File: src/rtl/core/wsps_pkg.sv
`timescale 1ns / 1ps
// Shared types and constants for the window surface pixel shader.
package wsps_pkg;

    // Input item kinds
    localparam logic KIND_LOAD  = 1'b0;
    localparam logic KIND_SHADE = 1'b1;

    // Title strip colours and geometry
    localparam logic [23:0] STRIP_LIGHT = 24'hF5F5FA;
    localparam logic [23:0] STRIP_DARK  = 24'h1C2028;
    localparam logic [3:0]  STRIP_FULL  = 4'd12;
    localparam logic [12:0] STRIP_LIMIT = 13'd14;

    // Configuration register indexes
    typedef enum logic [2:0] {
        REG_WIN_LEFT      = 3'd0,
        REG_WIN_TOP       = 3'd1,
        REG_WIN_WIDTH     = 3'd2,
        REG_WIN_HEIGHT    = 3'd3,
        REG_IS_FOCUSED    = 3'd4,
        REG_BORDER_COLOUR = 3'd5,
        REG_FOCUS_COLOUR  = 3'd6
    } cfg_reg_t;

    // Work kinds handed from front to back
    typedef enum logic [1:0] {
        OP_LOAD  = 2'd0,
        OP_TEXEL = 2'd1,
        OP_FLAT  = 2'd2
    } op_t;

    typedef struct packed {
        logic [11:0] left;
        logic [11:0] top;
        logic [12:0] width;
        logic [12:0] height;
        logic        focused;
        logic [23:0] border;
        logic [23:0] focus;
    } win_cfg_t;

    typedef struct packed {
        op_t         op;
        logic [11:0] x;
        logic [11:0] y;
        logic        rend;
        logic [23:0] colour;
        logic [10:0] tidx;
        logic [11:0] rx;
        logic [11:0] ry;
    } mid_item_t;

    typedef struct packed {
        logic [11:0] x;
        logic [11:0] y;
        logic [23:0] colour;
        logic        rend;
    } res_t;

endpackage

File: src/rtl/core/wsps_front.sv
`timescale 1ns / 1ps
// Front part: accepts items, clips to the window and classifies each pixel.
module wsps_front (
    input  logic                 push,
    output logic                 full,
    input  logic                 kind,
    input  logic [10:0]          texel_index,
    input  logic [23:0]          texel_colour,
    input  logic [11:0]          pixel_x,
    input  logic [11:0]          pixel_y,
    input  logic                 region_end,
    input  wsps_pkg::win_cfg_t   win_cfg,
    input  logic [12:0]          inner_h,
    input  logic                 q_full,
    output logic                 q_push,
    output wsps_pkg::mid_item_t  q_item
);

    logic [13:0] px_w, py_w, left_w, top_w, right_w, bottom_w;
    logic        in_win, on_frame, in_strip, accept;
    logic [3:0]  strip_h;
    logic [11:0] rx, ry;

    assign full   = q_full;
    assign accept = push && !q_full;

    always_comb
    begin
        px_w     = {2'b00, pixel_x};
        py_w     = {2'b00, pixel_y};
        left_w   = {2'b00, win_cfg.left};
        top_w    = {2'b00, win_cfg.top};
        right_w  = left_w + {1'b0, win_cfg.width};
        bottom_w = top_w + {1'b0, win_cfg.height};

        in_win   = (px_w >= left_w) && (py_w >= top_w) &&
                   (px_w < right_w) && (py_w < bottom_w);
        on_frame = (pixel_x == win_cfg.left) || (pixel_y == win_cfg.top) ||
                   (px_w == right_w - 14'd1) || (py_w == bottom_w - 14'd1);

        rx = pixel_x - win_cfg.left - 12'd1;
        ry = pixel_y - win_cfg.top - 12'd1;

        strip_h  = (inner_h > wsps_pkg::STRIP_LIMIT) ? wsps_pkg::STRIP_FULL
                                                     : 4'(inner_h >> 1);
        in_strip = (ry < {8'd0, strip_h});

        q_item.x      = pixel_x;
        q_item.y      = pixel_y;
        q_item.rend   = region_end;
        q_item.tidx   = texel_index;
        q_item.rx     = rx;
        q_item.ry     = ry;
        q_item.op     = wsps_pkg::OP_TEXEL;
        q_item.colour = texel_colour;

        if (kind == wsps_pkg::KIND_LOAD)
        begin
            q_item.op = wsps_pkg::OP_LOAD;
        end
        else if (on_frame)
        begin
            q_item.op     = wsps_pkg::OP_FLAT;
            q_item.colour = win_cfg.focused ? win_cfg.focus : win_cfg.border;
        end
        else if (in_strip)
        begin
            q_item.op     = wsps_pkg::OP_FLAT;
            q_item.colour = win_cfg.focused ? wsps_pkg::STRIP_LIGHT : wsps_pkg::STRIP_DARK;
        end

        // Drop shade items outside the window here.
        q_push = accept && ((kind == wsps_pkg::KIND_LOAD) || in_win);
    end

endmodule

File: config.mk
export PLATFORM = sky130hd
export DESIGN_NAME = wsps_front
export DESIGN_NICKNAME = d
export VERILOG_FILES = /design/src/rtl/core/wsps_pkg.sv /design/src/rtl/core/wsps_front.sv
export SDC_FILE = /design/constraint.sdc
export NUM_CORES = 1
export LEC_CHECK = 0
export BUFFER_PORTS_ARGS = -buffer_cell sky130_fd_sc_hd__buf_4
export CAP_MARGIN = 15
export CORE_MARGIN = 4
export CORE_UTILIZATION = 45
export DETAILED_ROUTE_END_ITERATION = 10
export PLACE_DENSITY = 0.78
export SYNTH_ARGS = -nofsm -noshare
export SYNTH_HDL_FRONTEND = slang
export SYNTH_SLANG_ARGS = --single-unit
File: constraint.sdc
create_clock -name vclk -period 9.9
set_clock_uncertainty 0.1 [all_clocks]
set_input_delay 0.99 -clock vclk [all_inputs]
set_output_delay 0.99 -clock vclk [all_outputs]
set_load 0.05 [all_outputs]
==> impl_results.md <==
- Status: finished, final reports clean
- Pre-Repair DR Iteration Count: 4
- Seq/Total Area, Yosys: 0%
- Final Hold Viols: 0
- Crit end category: primary output
- Die H: 118 um
- Syn avg cell area: 7.37 um^2
- Startpoint types: primary input
- Layout cells sized above 1: 33.1%
- Final setup viols: 0
- DIE WIDTH: 118 um
- Final WL: 16.8 mm
- Mapped Area: 0.00540 mm^2
- RePlAce Congestion: 0.858
- IO Count: 263
- Initial antenna violation count: 0
- Top routing layer used: met4
- Min-delay worst type: primary input to primary output
- Worst Path Required: 8810 ps
- Worst-margin pin slew: 679 ps
- Filler cell count: 1094
- Flip-flop and latch area: 0 um^2
- Post-layout minimum cycle time: 6350 ps
- Achievable frequency: 0.157 GHz
- CTS-repair resized insts: 0
- Period utilisation layout: 64.2%
- Setup ws final: 3550 ps
- Mapped Nets: 991
- Synth area leader: ha_1
- VDD IR max: 0.0491 mV
- Global Route Usage Sum: 22.5%
- Synth Instances: 733
- Clock Buffer Count: 0
- Core area: 0.0116 mm^2
- WP data arrival: 5260 ps
- Die ar.: 0.0138 mm^2
- Detailed Place HPWL: 14.3 mm
- Max Slew Vio Count: 0
- Yosys warns: 0
- Setup repair after global routing missed its margin: false
- Cts hold-fix bufs: 0
- Area grow syn2layout: 29.2%
- Setup TNS: 0 ps
- WL met3: 1.00 mm
- Netlist cell types: 75
- Via/cell ratio: 5.65
- First DRT Iteration DRCs: 365
- Post-synth top area share: 18.3%
- Ant diodes: 0
- Normalized max-slew margin: 54.7%
- Maximum fanout along the worst path: 41
- Starting Density: 46.7%
- GRT overflow: 0
- Port bufs: 239
- Synth area leaders: ha_1 (18%), xnor2_1 (5.7%), buf_4 (5.1%)
- LEAKAGE: 3.45 nW
- Area of the multi-input gates: 0.00480 mm^2
- MaxCap Viol Count: 0
- WL per Instance: 16.0 um
- Final ANT Viol Nets: 0
- Pwr Density: 82.0 mW/mm^2
- Met2 Wirelength: 8.15 mm
- Setup CP Type: primary input to primary output
- First-pass GRT wire length: 27.1 mm
- Final #Nets: 1169
- Vias in the first global route: 5486
- Post-CTS Setup Bufs: 0
- DR DRC count: 0
- FF+latch count: 0
- Largest net degree at the start of global routing: 42
- Met1 Wirelength: 7.36 mm
- Worst slack at placement: 3580 ps
- Total number of vias: 5946
- Row count: 39
[area by class of cell]
| class | instances | area share (%) |
|---|---|---|
| inverter | 53 | 2.85 |
| multi-input combinational | 616 | 68.8 |
| tap | 143 | 2.56 |
| timing repair buffer | 240 | 25.8 |
[power breakdown]
part	switching [mW]	total [mW]	internal [mW]
logic	0.337	0.573	0.236
clock network	0	0	0
registers	0	0	0
[cell families after synthesis]
kind of cell               after synthesis  share of synthesized area [%]
muxes                                   37                           7.34
adders and majority gates               83                           19.8
and+or+nand+nor                        260                           27.1
buffers and inverters                  117                           11.1
xor gates and xnor gates                63                           12.1
AOI/OAI and AO/OA                      173                           22.6
[final timing paths]
path	start	to	slack, ps	depth (start not counted)
setup / recovery	win_cfg[75]	q_item[57]	3550	18
hold / removal	texel_index[6]	q_item[30]	1880	0
[placed cells by master (no fill, tap or decap), drive strengths merged, types with 11 or more instances in the layout]
master	n
nand4	25
o21a	18
nor3	14
ha	79
a21oi	43
a21o	22
o21ai	22
nand3	30
buf	240
mux2	21
mux2i	16
nor2b	11
nand2	52
or3b	13
xor2	22
nor2	49
xnor2	35
inv	53
[metrics by stage]
step	power, mW	hold slack [ps]	utilization (%)	area (um^2)	cells
2_1_floorplan	0.420	2050	-	5400	733
3_3_place_gp	0.564	1880	60.4	6980	1052
3_5_place_dp	0.570	1880	60.4	6980	1052
4_1_cts	0.572	1880	60.4	6980	1052
5_1_grt	0.620	1880	60.4	6980	1052
6_report	0.573	1880	60.4	6980	1052
[critical path: stages]
cell and delay (ps):
buf_4 90, ha_1 170, inv_1 60, fa_1 390, nand2b_1 210, a21oi_1 170
xor2_1 390, inv_1 160, xnor3_1 350, a2bb2oi_1 150, or3_1 340, a311oi_1 280
nand4_1 230, o311ai_4 100, buf_4 460, or3_4 350, nand4b_1 150, buf_4 210
[per-layer routing]
layer  GRT usage (%)  vias to the layer above
met5               0                        -
met4            3.44                        0
met3            3.12                       21
met2            39.5                      214
met1            29.8                     2718
li1                -                     2993
[synthesized netlist by cell type, types with 20 or more instances]
cell type,n
ha_1,79
a21o_1,22
buf_4,37
a21oi_1,43
xnor2_1,35
nand2_1,52
inv_1,53
nor2_1,49
nand3_1,30
mux2_2,21
xor2_1,20
o21ai_0,21
Note: power is estimated with default switching activity, not from simulation.
