<file path="src/rtl/core/wsps_fifo.sv">
`timescale 1ns / 1ps
// Small register FIFO with a combinational head read.
module wsps_fifo #(
    parameter int WIDTH = 8,
    parameter int DEPTH = 4
) (
    input  logic             clk,
    input  logic             rst_n,
    input  logic             push,
    input  logic [WIDTH-1:0] wdata,
    output logic             full,
    input  logic             pop,
    output logic [WIDTH-1:0] rdata,
    output logic             empty
);

    localparam int PW = (DEPTH > 1) ? $clog2(DEPTH) : 1;
    localparam int CW = $clog2(DEPTH + 1);

    logic [WIDTH-1:0] store_mem [0:DEPTH-1];
    logic [PW-1:0]    wr_ptr_reg, wr_ptr_next;
    logic [PW-1:0]    rd_ptr_reg, rd_ptr_next;
    logic [CW-1:0]    count_reg, count_next;
    logic             do_push, do_pop;

    assign full    = (count_reg == CW'(DEPTH));
    assign empty   = (count_reg == '0);
    assign do_push = push && !full;
    assign do_pop  = pop && !empty;
    assign rdata   = store_mem[rd_ptr_reg];

    always_comb
    begin
        wr_ptr_next = wr_ptr_reg;
        rd_ptr_next = rd_ptr_reg;
        count_next  = count_reg;
        if (do_push)
        begin
            wr_ptr_next = (wr_ptr_reg == PW'(DEPTH - 1)) ? '0 : wr_ptr_reg + 1'b1;
        end
        if (do_pop)
        begin
            rd_ptr_next = (rd_ptr_reg == PW'(DEPTH - 1)) ? '0 : rd_ptr_reg + 1'b1;
        end
        if (do_push && !do_pop)
        begin
            count_next = count_reg + 1'b1;
        end
        else if (do_pop && !do_push)
        begin
            count_next = count_reg - 1'b1;
        end
    end

    always_ff @(posedge clk or negedge rst_n)
    begin
        if (!rst_n)
        begin
            wr_ptr_reg <= '0;
            rd_ptr_reg <= '0;
            count_reg  <= '0;
        end
        else
        begin
            wr_ptr_reg <= wr_ptr_next;
            rd_ptr_reg <= rd_ptr_next;
            count_reg  <= count_next;
        end
    end

    always_ff @(posedge clk)
    begin
        if (do_push)
        begin
            store_mem[wr_ptr_reg] <= wdata;
        end
    end

    // Occupancy never exceeds the storage.
    assert property (@(posedge clk) disable iff (!rst_n) count_reg <= CW'(DEPTH))
        else $error("fifo count beyond depth");

endmodule

</file>
<file path="config.mk">
export PLATFORM = sky130hd
export DESIGN_NAME = wsps_fifo
export DESIGN_NICKNAME = d
export VERILOG_FILES = /design/src/rtl/core/wsps_fifo.sv
export SDC_FILE = /design/constraint.sdc
export NUM_CORES = 1
export LEC_CHECK = 0
export ABC_CLOCK_PERIOD_IN_PS = 2400
export BUFFER_PORTS_ARGS = -buffer_cell sky130_fd_sc_hd__buf_2
export CAP_MARGIN = 20
export CORE_MARGIN = 4
export CORE_UTILIZATION = 55
export DETAILED_ROUTE_END_ITERATION = 8
export PLACE_DENSITY = 0.88
export SYNTH_ARGS = -nofsm -noshare
export SYNTH_HDL_FRONTEND = slang
export SYNTH_SLANG_ARGS = --single-unit
</file>
<file path="constraint.sdc">
create_clock -name clk -period 2.4 [get_ports clk]
set_input_delay 0.12 -clock clk [delete_from_list [all_inputs] [get_ports clk]]
set_output_delay 0.12 -clock clk [all_outputs]
set_load 0.02 [all_outputs]
</file>
==> metrics list <==
- Aggregate routed wire length: 2850 µm
- Yosys warns: 0
- Cell row count: 19
- Setup slack closes at 0.311 ns.
- Number of maximum-capacitance constraint violations: 0
- The share of total power dissipated in the clock network is 0.194.
- Number of post-CTS setup repair buffers: 0
- Clk sinks: 39
- Slew margin rel.: 0.601
- Counting every net in the synthesized netlist gives 98.
- Clock H-tree levels: 2
* Sequential standard cell area: 0.00114 mm²
- Share of synthesized area occupied by flip-flops and latches: 0.701
- Final number of max-transition violations: 0
- Clock buffers created by TritonCTS: 5
- The tightest hold path in the finished design has a slack of 0.151 ns.
* Syn_area_per_cell: just over 20 µm²
- The longest clock path from root to sink contains 2 buffers.
- Worst-skew pair later-pin latency: 0.34 ns
* Mapped Area: 0.00162 mm²
* Area leader, netlist: sky130_fd_sc_hd__edfxtp_1
* Number of enable flip-flop cells after synthesis: 32
* Most area-consuming cells after synthesis: sky130_fd_sc_hd__edfxtp_1 (59%), sky130_fd_sc_hd__mux4_2 (11%), sky130_fd_sc_hd__dfrtp_1 (11%)
- Register share of total power: 0.459
* Setup repair after global routing missed its margin: no
- For the final routed database, the setup TNS stands at 0 ns.
- Effective utilization at floorplan: 0.583
* Dpl ws: 0.338 ns
- The detail route stage leaves a number of antenna-violating nets equal to 0.
- Of the total power, combinational logic draws 0.346.
- Of the cells placed in the final design, the portion with a size suffix greater than 1 is 0.430.
* Global-route wire length before repair: 4730 µm
* IO buf count: 21
- Count of boundary I/O pins: 22
- Maximum ir drop on the vdd rail: 0.840 mV
- The placed instances occupy a cell area of ~0.0017 mm².
- Worst path required time: 2.67 ns
- Category of the worst setup path capture point: register
- The worst setup path is of the reg -> reg kind.
- Final Net Count: between 100 and 150
- Power Total: 2350 µW
* Layout filler cell count: 175
- Sw Ratio: 0.332
- Final Critical Period: around 2.1 ns
- Outcome: complete, no violations
- Register clock-pin slew on the reported worst setup and hold paths: 0.12 ns
- From left edge to right edge, the die measures 62.3 µm.
- Areal power density over the cells: 1220 mW/mm²
- In this run the standard cell core region covers 0.00278 mm².
* Slew at the pin closest to its max-slew limit: roughly 0.6 ns
- Setup violations remaining at the end of the flow were counted as 0.
* Static leakage power: about 0.00074 µW
- Number of hold buffers added after cts: 9
- Die height: ~62 µm
- The share of synthesized area in the top cell type comes to 0.593.
* Vias in the first global route: 937
* Final Cycle Share: 0.870
- The clock arrives with about 0.014 ns of skew.
- Counting flops with an async set or reset pin after synthesis yields a share of 0.179.
* Uppermost routed layer: met4
- With fillers left out, the area of the finished cells amounts to 0.00192 mm².
* Root cell of the clock tree: sky130_fd_sc_hd__clkbuf_4
- The number of gates resized after CTS was 0.
- Internal power component: approximately 1600 µW
* Antenna violations before repair: 0
* Reg-to-Reg End: count_reg[2]$_DFFE_PN0P_
- Met2 wire length: 1600 µm
- Total Die Area: between 0.003 and 0.004 mm²
* TritonCTS clock tree: built
- Post-synthesis to final-layout area growth: 18.5%
- In the final layout, the multi-input gates occupy between 400 and 500 µm².
- Startpoint type of the worst setup path: register
* Routability-driven placement congestion ratio: ~0.8
* Antenna cell count: 0
- Synthesis produced a netlist whose cell count is 79.
* Synth Register Bits: 39
- Placed wire-length estimate after detailed placement: 1950 µm
- Entering global routing, the biggest net connects 13 pins.
- Detailed Routing Iterations Pass 1: 4
- Timing-limited maximum frequency: roughly 480 MHz
* Cells on worst reg2reg path: 8
- Routed metal-1 wire length: a little over 1000 µm
* Number of vias in the routed layout: between 800 and 900
* Number of hold violations in the final report: 0
- Hold Path Class: in -> async
- DRC marker count from the first detailed-route iteration: 24
- The routed design uses 134 µm of met3 wire.
- In the routed design, unresolved DRC markers number 0.
* Register-to-register path setup slack: 0.31 ns
- The register with the most flip-flops in the layout has 32 of them.
- At the worst endpoint, the arrival time is 2.36 ns.
* Detail-routed net length per standard cell: 19.6 µm
- Global-route usage over all layers: 0.165
- Summed over all layers, the global routing overflow is 0.
* P_sw: 780 µW
- CP Max Fanout: 7
- Beginning of the worst register-to-register path: count_reg[2]$_DFFE_PN0P_
- Post-synth cell types: 19
- Mean number of vias per cell: around 5.8
- Among all flip-flop cells after synthesis, the most frequent one is sky130_fd_sc_hd__edfxtp_1.
## per-layer routing
metal,vias to the layer above,track usage
met4,0,0.0716
met2,26,0.285
li1,368,-
met5,-,0
met3,10,0.0577
met1,432,0.181
## cells by family (layout without fill, tap and decap cells)
| logic type | after synthesis | count (layout) | synth area share |
|---|---|---|---|
| muxes | 13 | 13 | 0.151 |
| adders and majority gates | 7 | 7 | 0.0587 |
| xor gates and xnor gates | 3 | 3 | 0.0162 |
| buffers and inverters | 6 | 41 | 0.0193 |
| DFF | 39 | 39 | 0.701 |
| and+or+nand+nor | 11 | 11 | 0.0541 |
## Yosys cell counts (2+ instances only)
cell type / number
sky130_fd_sc_hd__edfxtp_1: 32
sky130_fd_sc_hd__mux4_2: 8
sky130_fd_sc_hd__dfrtp_1: 7
sky130_fd_sc_hd__ha_1: 6
sky130_fd_sc_hd__and2_2: 4
sky130_fd_sc_hd__inv_1: 3
sky130_fd_sc_hd__mux2_2: 3
sky130_fd_sc_hd__nor2_1: 3
sky130_fd_sc_hd__mux2_4: 2
sky130_fd_sc_hd__xor2_1: 2
## cell usage in the layout, fill, tap and decap left out, drive strengths merged
cell type | Yosys | layout
dfrtp | 7 | 7
nor2 | 3 | 3
fa | 1 | 1
xnor2 | 1 | 1
ha | 6 | 6
nor3b | 1 | 1
xor2 | 2 | 2
mux4 | 8 | 8
nor2b | 1 | 1
clkinv | 0 | 1
dlygate4sd3 | 0 | 9
and2 | 4 | 4
inv | 3 | 3
nand2b | 1 | 1
buf | 3 | 21
edfxtp | 32 | 32
bufinv | 0 | 1
clkbuf | 0 | 6
nor3 | 1 | 1
mux2 | 5 | 5
## power by group through the flow
stage | Sequential, µW | Clock (µW) | Combinational (µW)
3_5_place_dp | 1100 | 0 | 810
6_report | 1080 | 457 | 815
5_1_grt | 1110 | 495 | 885
4_1_cts | 1090 | 465 | 825
3_3_place_gp | 1080 | 0 | 759
2_1_floorplan | 1000 | 0 | 668
## worst max path at each step
stage / slack [ns] / from / to / cells after the start
after detailed placement: 0.34 / count_reg[2]$_DFFE_PN0P_ / count_reg[2]$_DFFE_PN0P_ / 8
after floorplan: 0.09 / count_reg[0]$_DFFE_PN0P_ / count_reg[2]$_DFFE_PN0P_ / 8
final: 0.31 / count_reg[2]$_DFFE_PN0P_ / count_reg[2]$_DFFE_PN0P_ / 8
after global routing: 0.14 / count_reg[2]$_DFFE_PN0P_ / count_reg[2]$_DFFE_PN0P_ / 8
after global placement: 0.45 / count_reg[0]$_DFFE_PN0P_ / count_reg[2]$_DFFE_PN0P_ / 8
after CTS: 0.30 / count_reg[2]$_DFFE_PN0P_ / count_reg[2]$_DFFE_PN0P_ / 8
## through the flow
stage,cells,utilization
after floorplan,79,-
after CTS,145,0.691
after global placement,128,0.627
final,145,0.691
after global routing,145,0.691
after detailed placement,128,0.627
## layout make-up
type,instances,share of cell area
Sequential cell,39,0.592
Multi-Input combinational cell,34,0.236
Clock buffer,6,0.0267
Timing Repair Buffer,30,0.102
Inverter,3,0.00586
Tap cell,31,0.0202
Clock inverter,2,0.0182
## critical path: stages (launching register included)
cell and delay, ns:
sky130_fd_sc_hd__dfrtp_1 0.43, sky130_fd_sc_hd__nor3b_4 0.17, sky130_fd_sc_hd__nor2b_2 0.29, sky130_fd_sc_hd__ha_1 0.26, sky130_fd_sc_hd__inv_1 0.07, sky130_fd_sc_hd__fa_1 0.37, sky130_fd_sc_hd__xor2_1 0.15, sky130_fd_sc_hd__nor2_1 0.11
sky130_fd_sc_hd__xor2_1 0.17
Note: power is estimated with default switching activity, not from simulation.
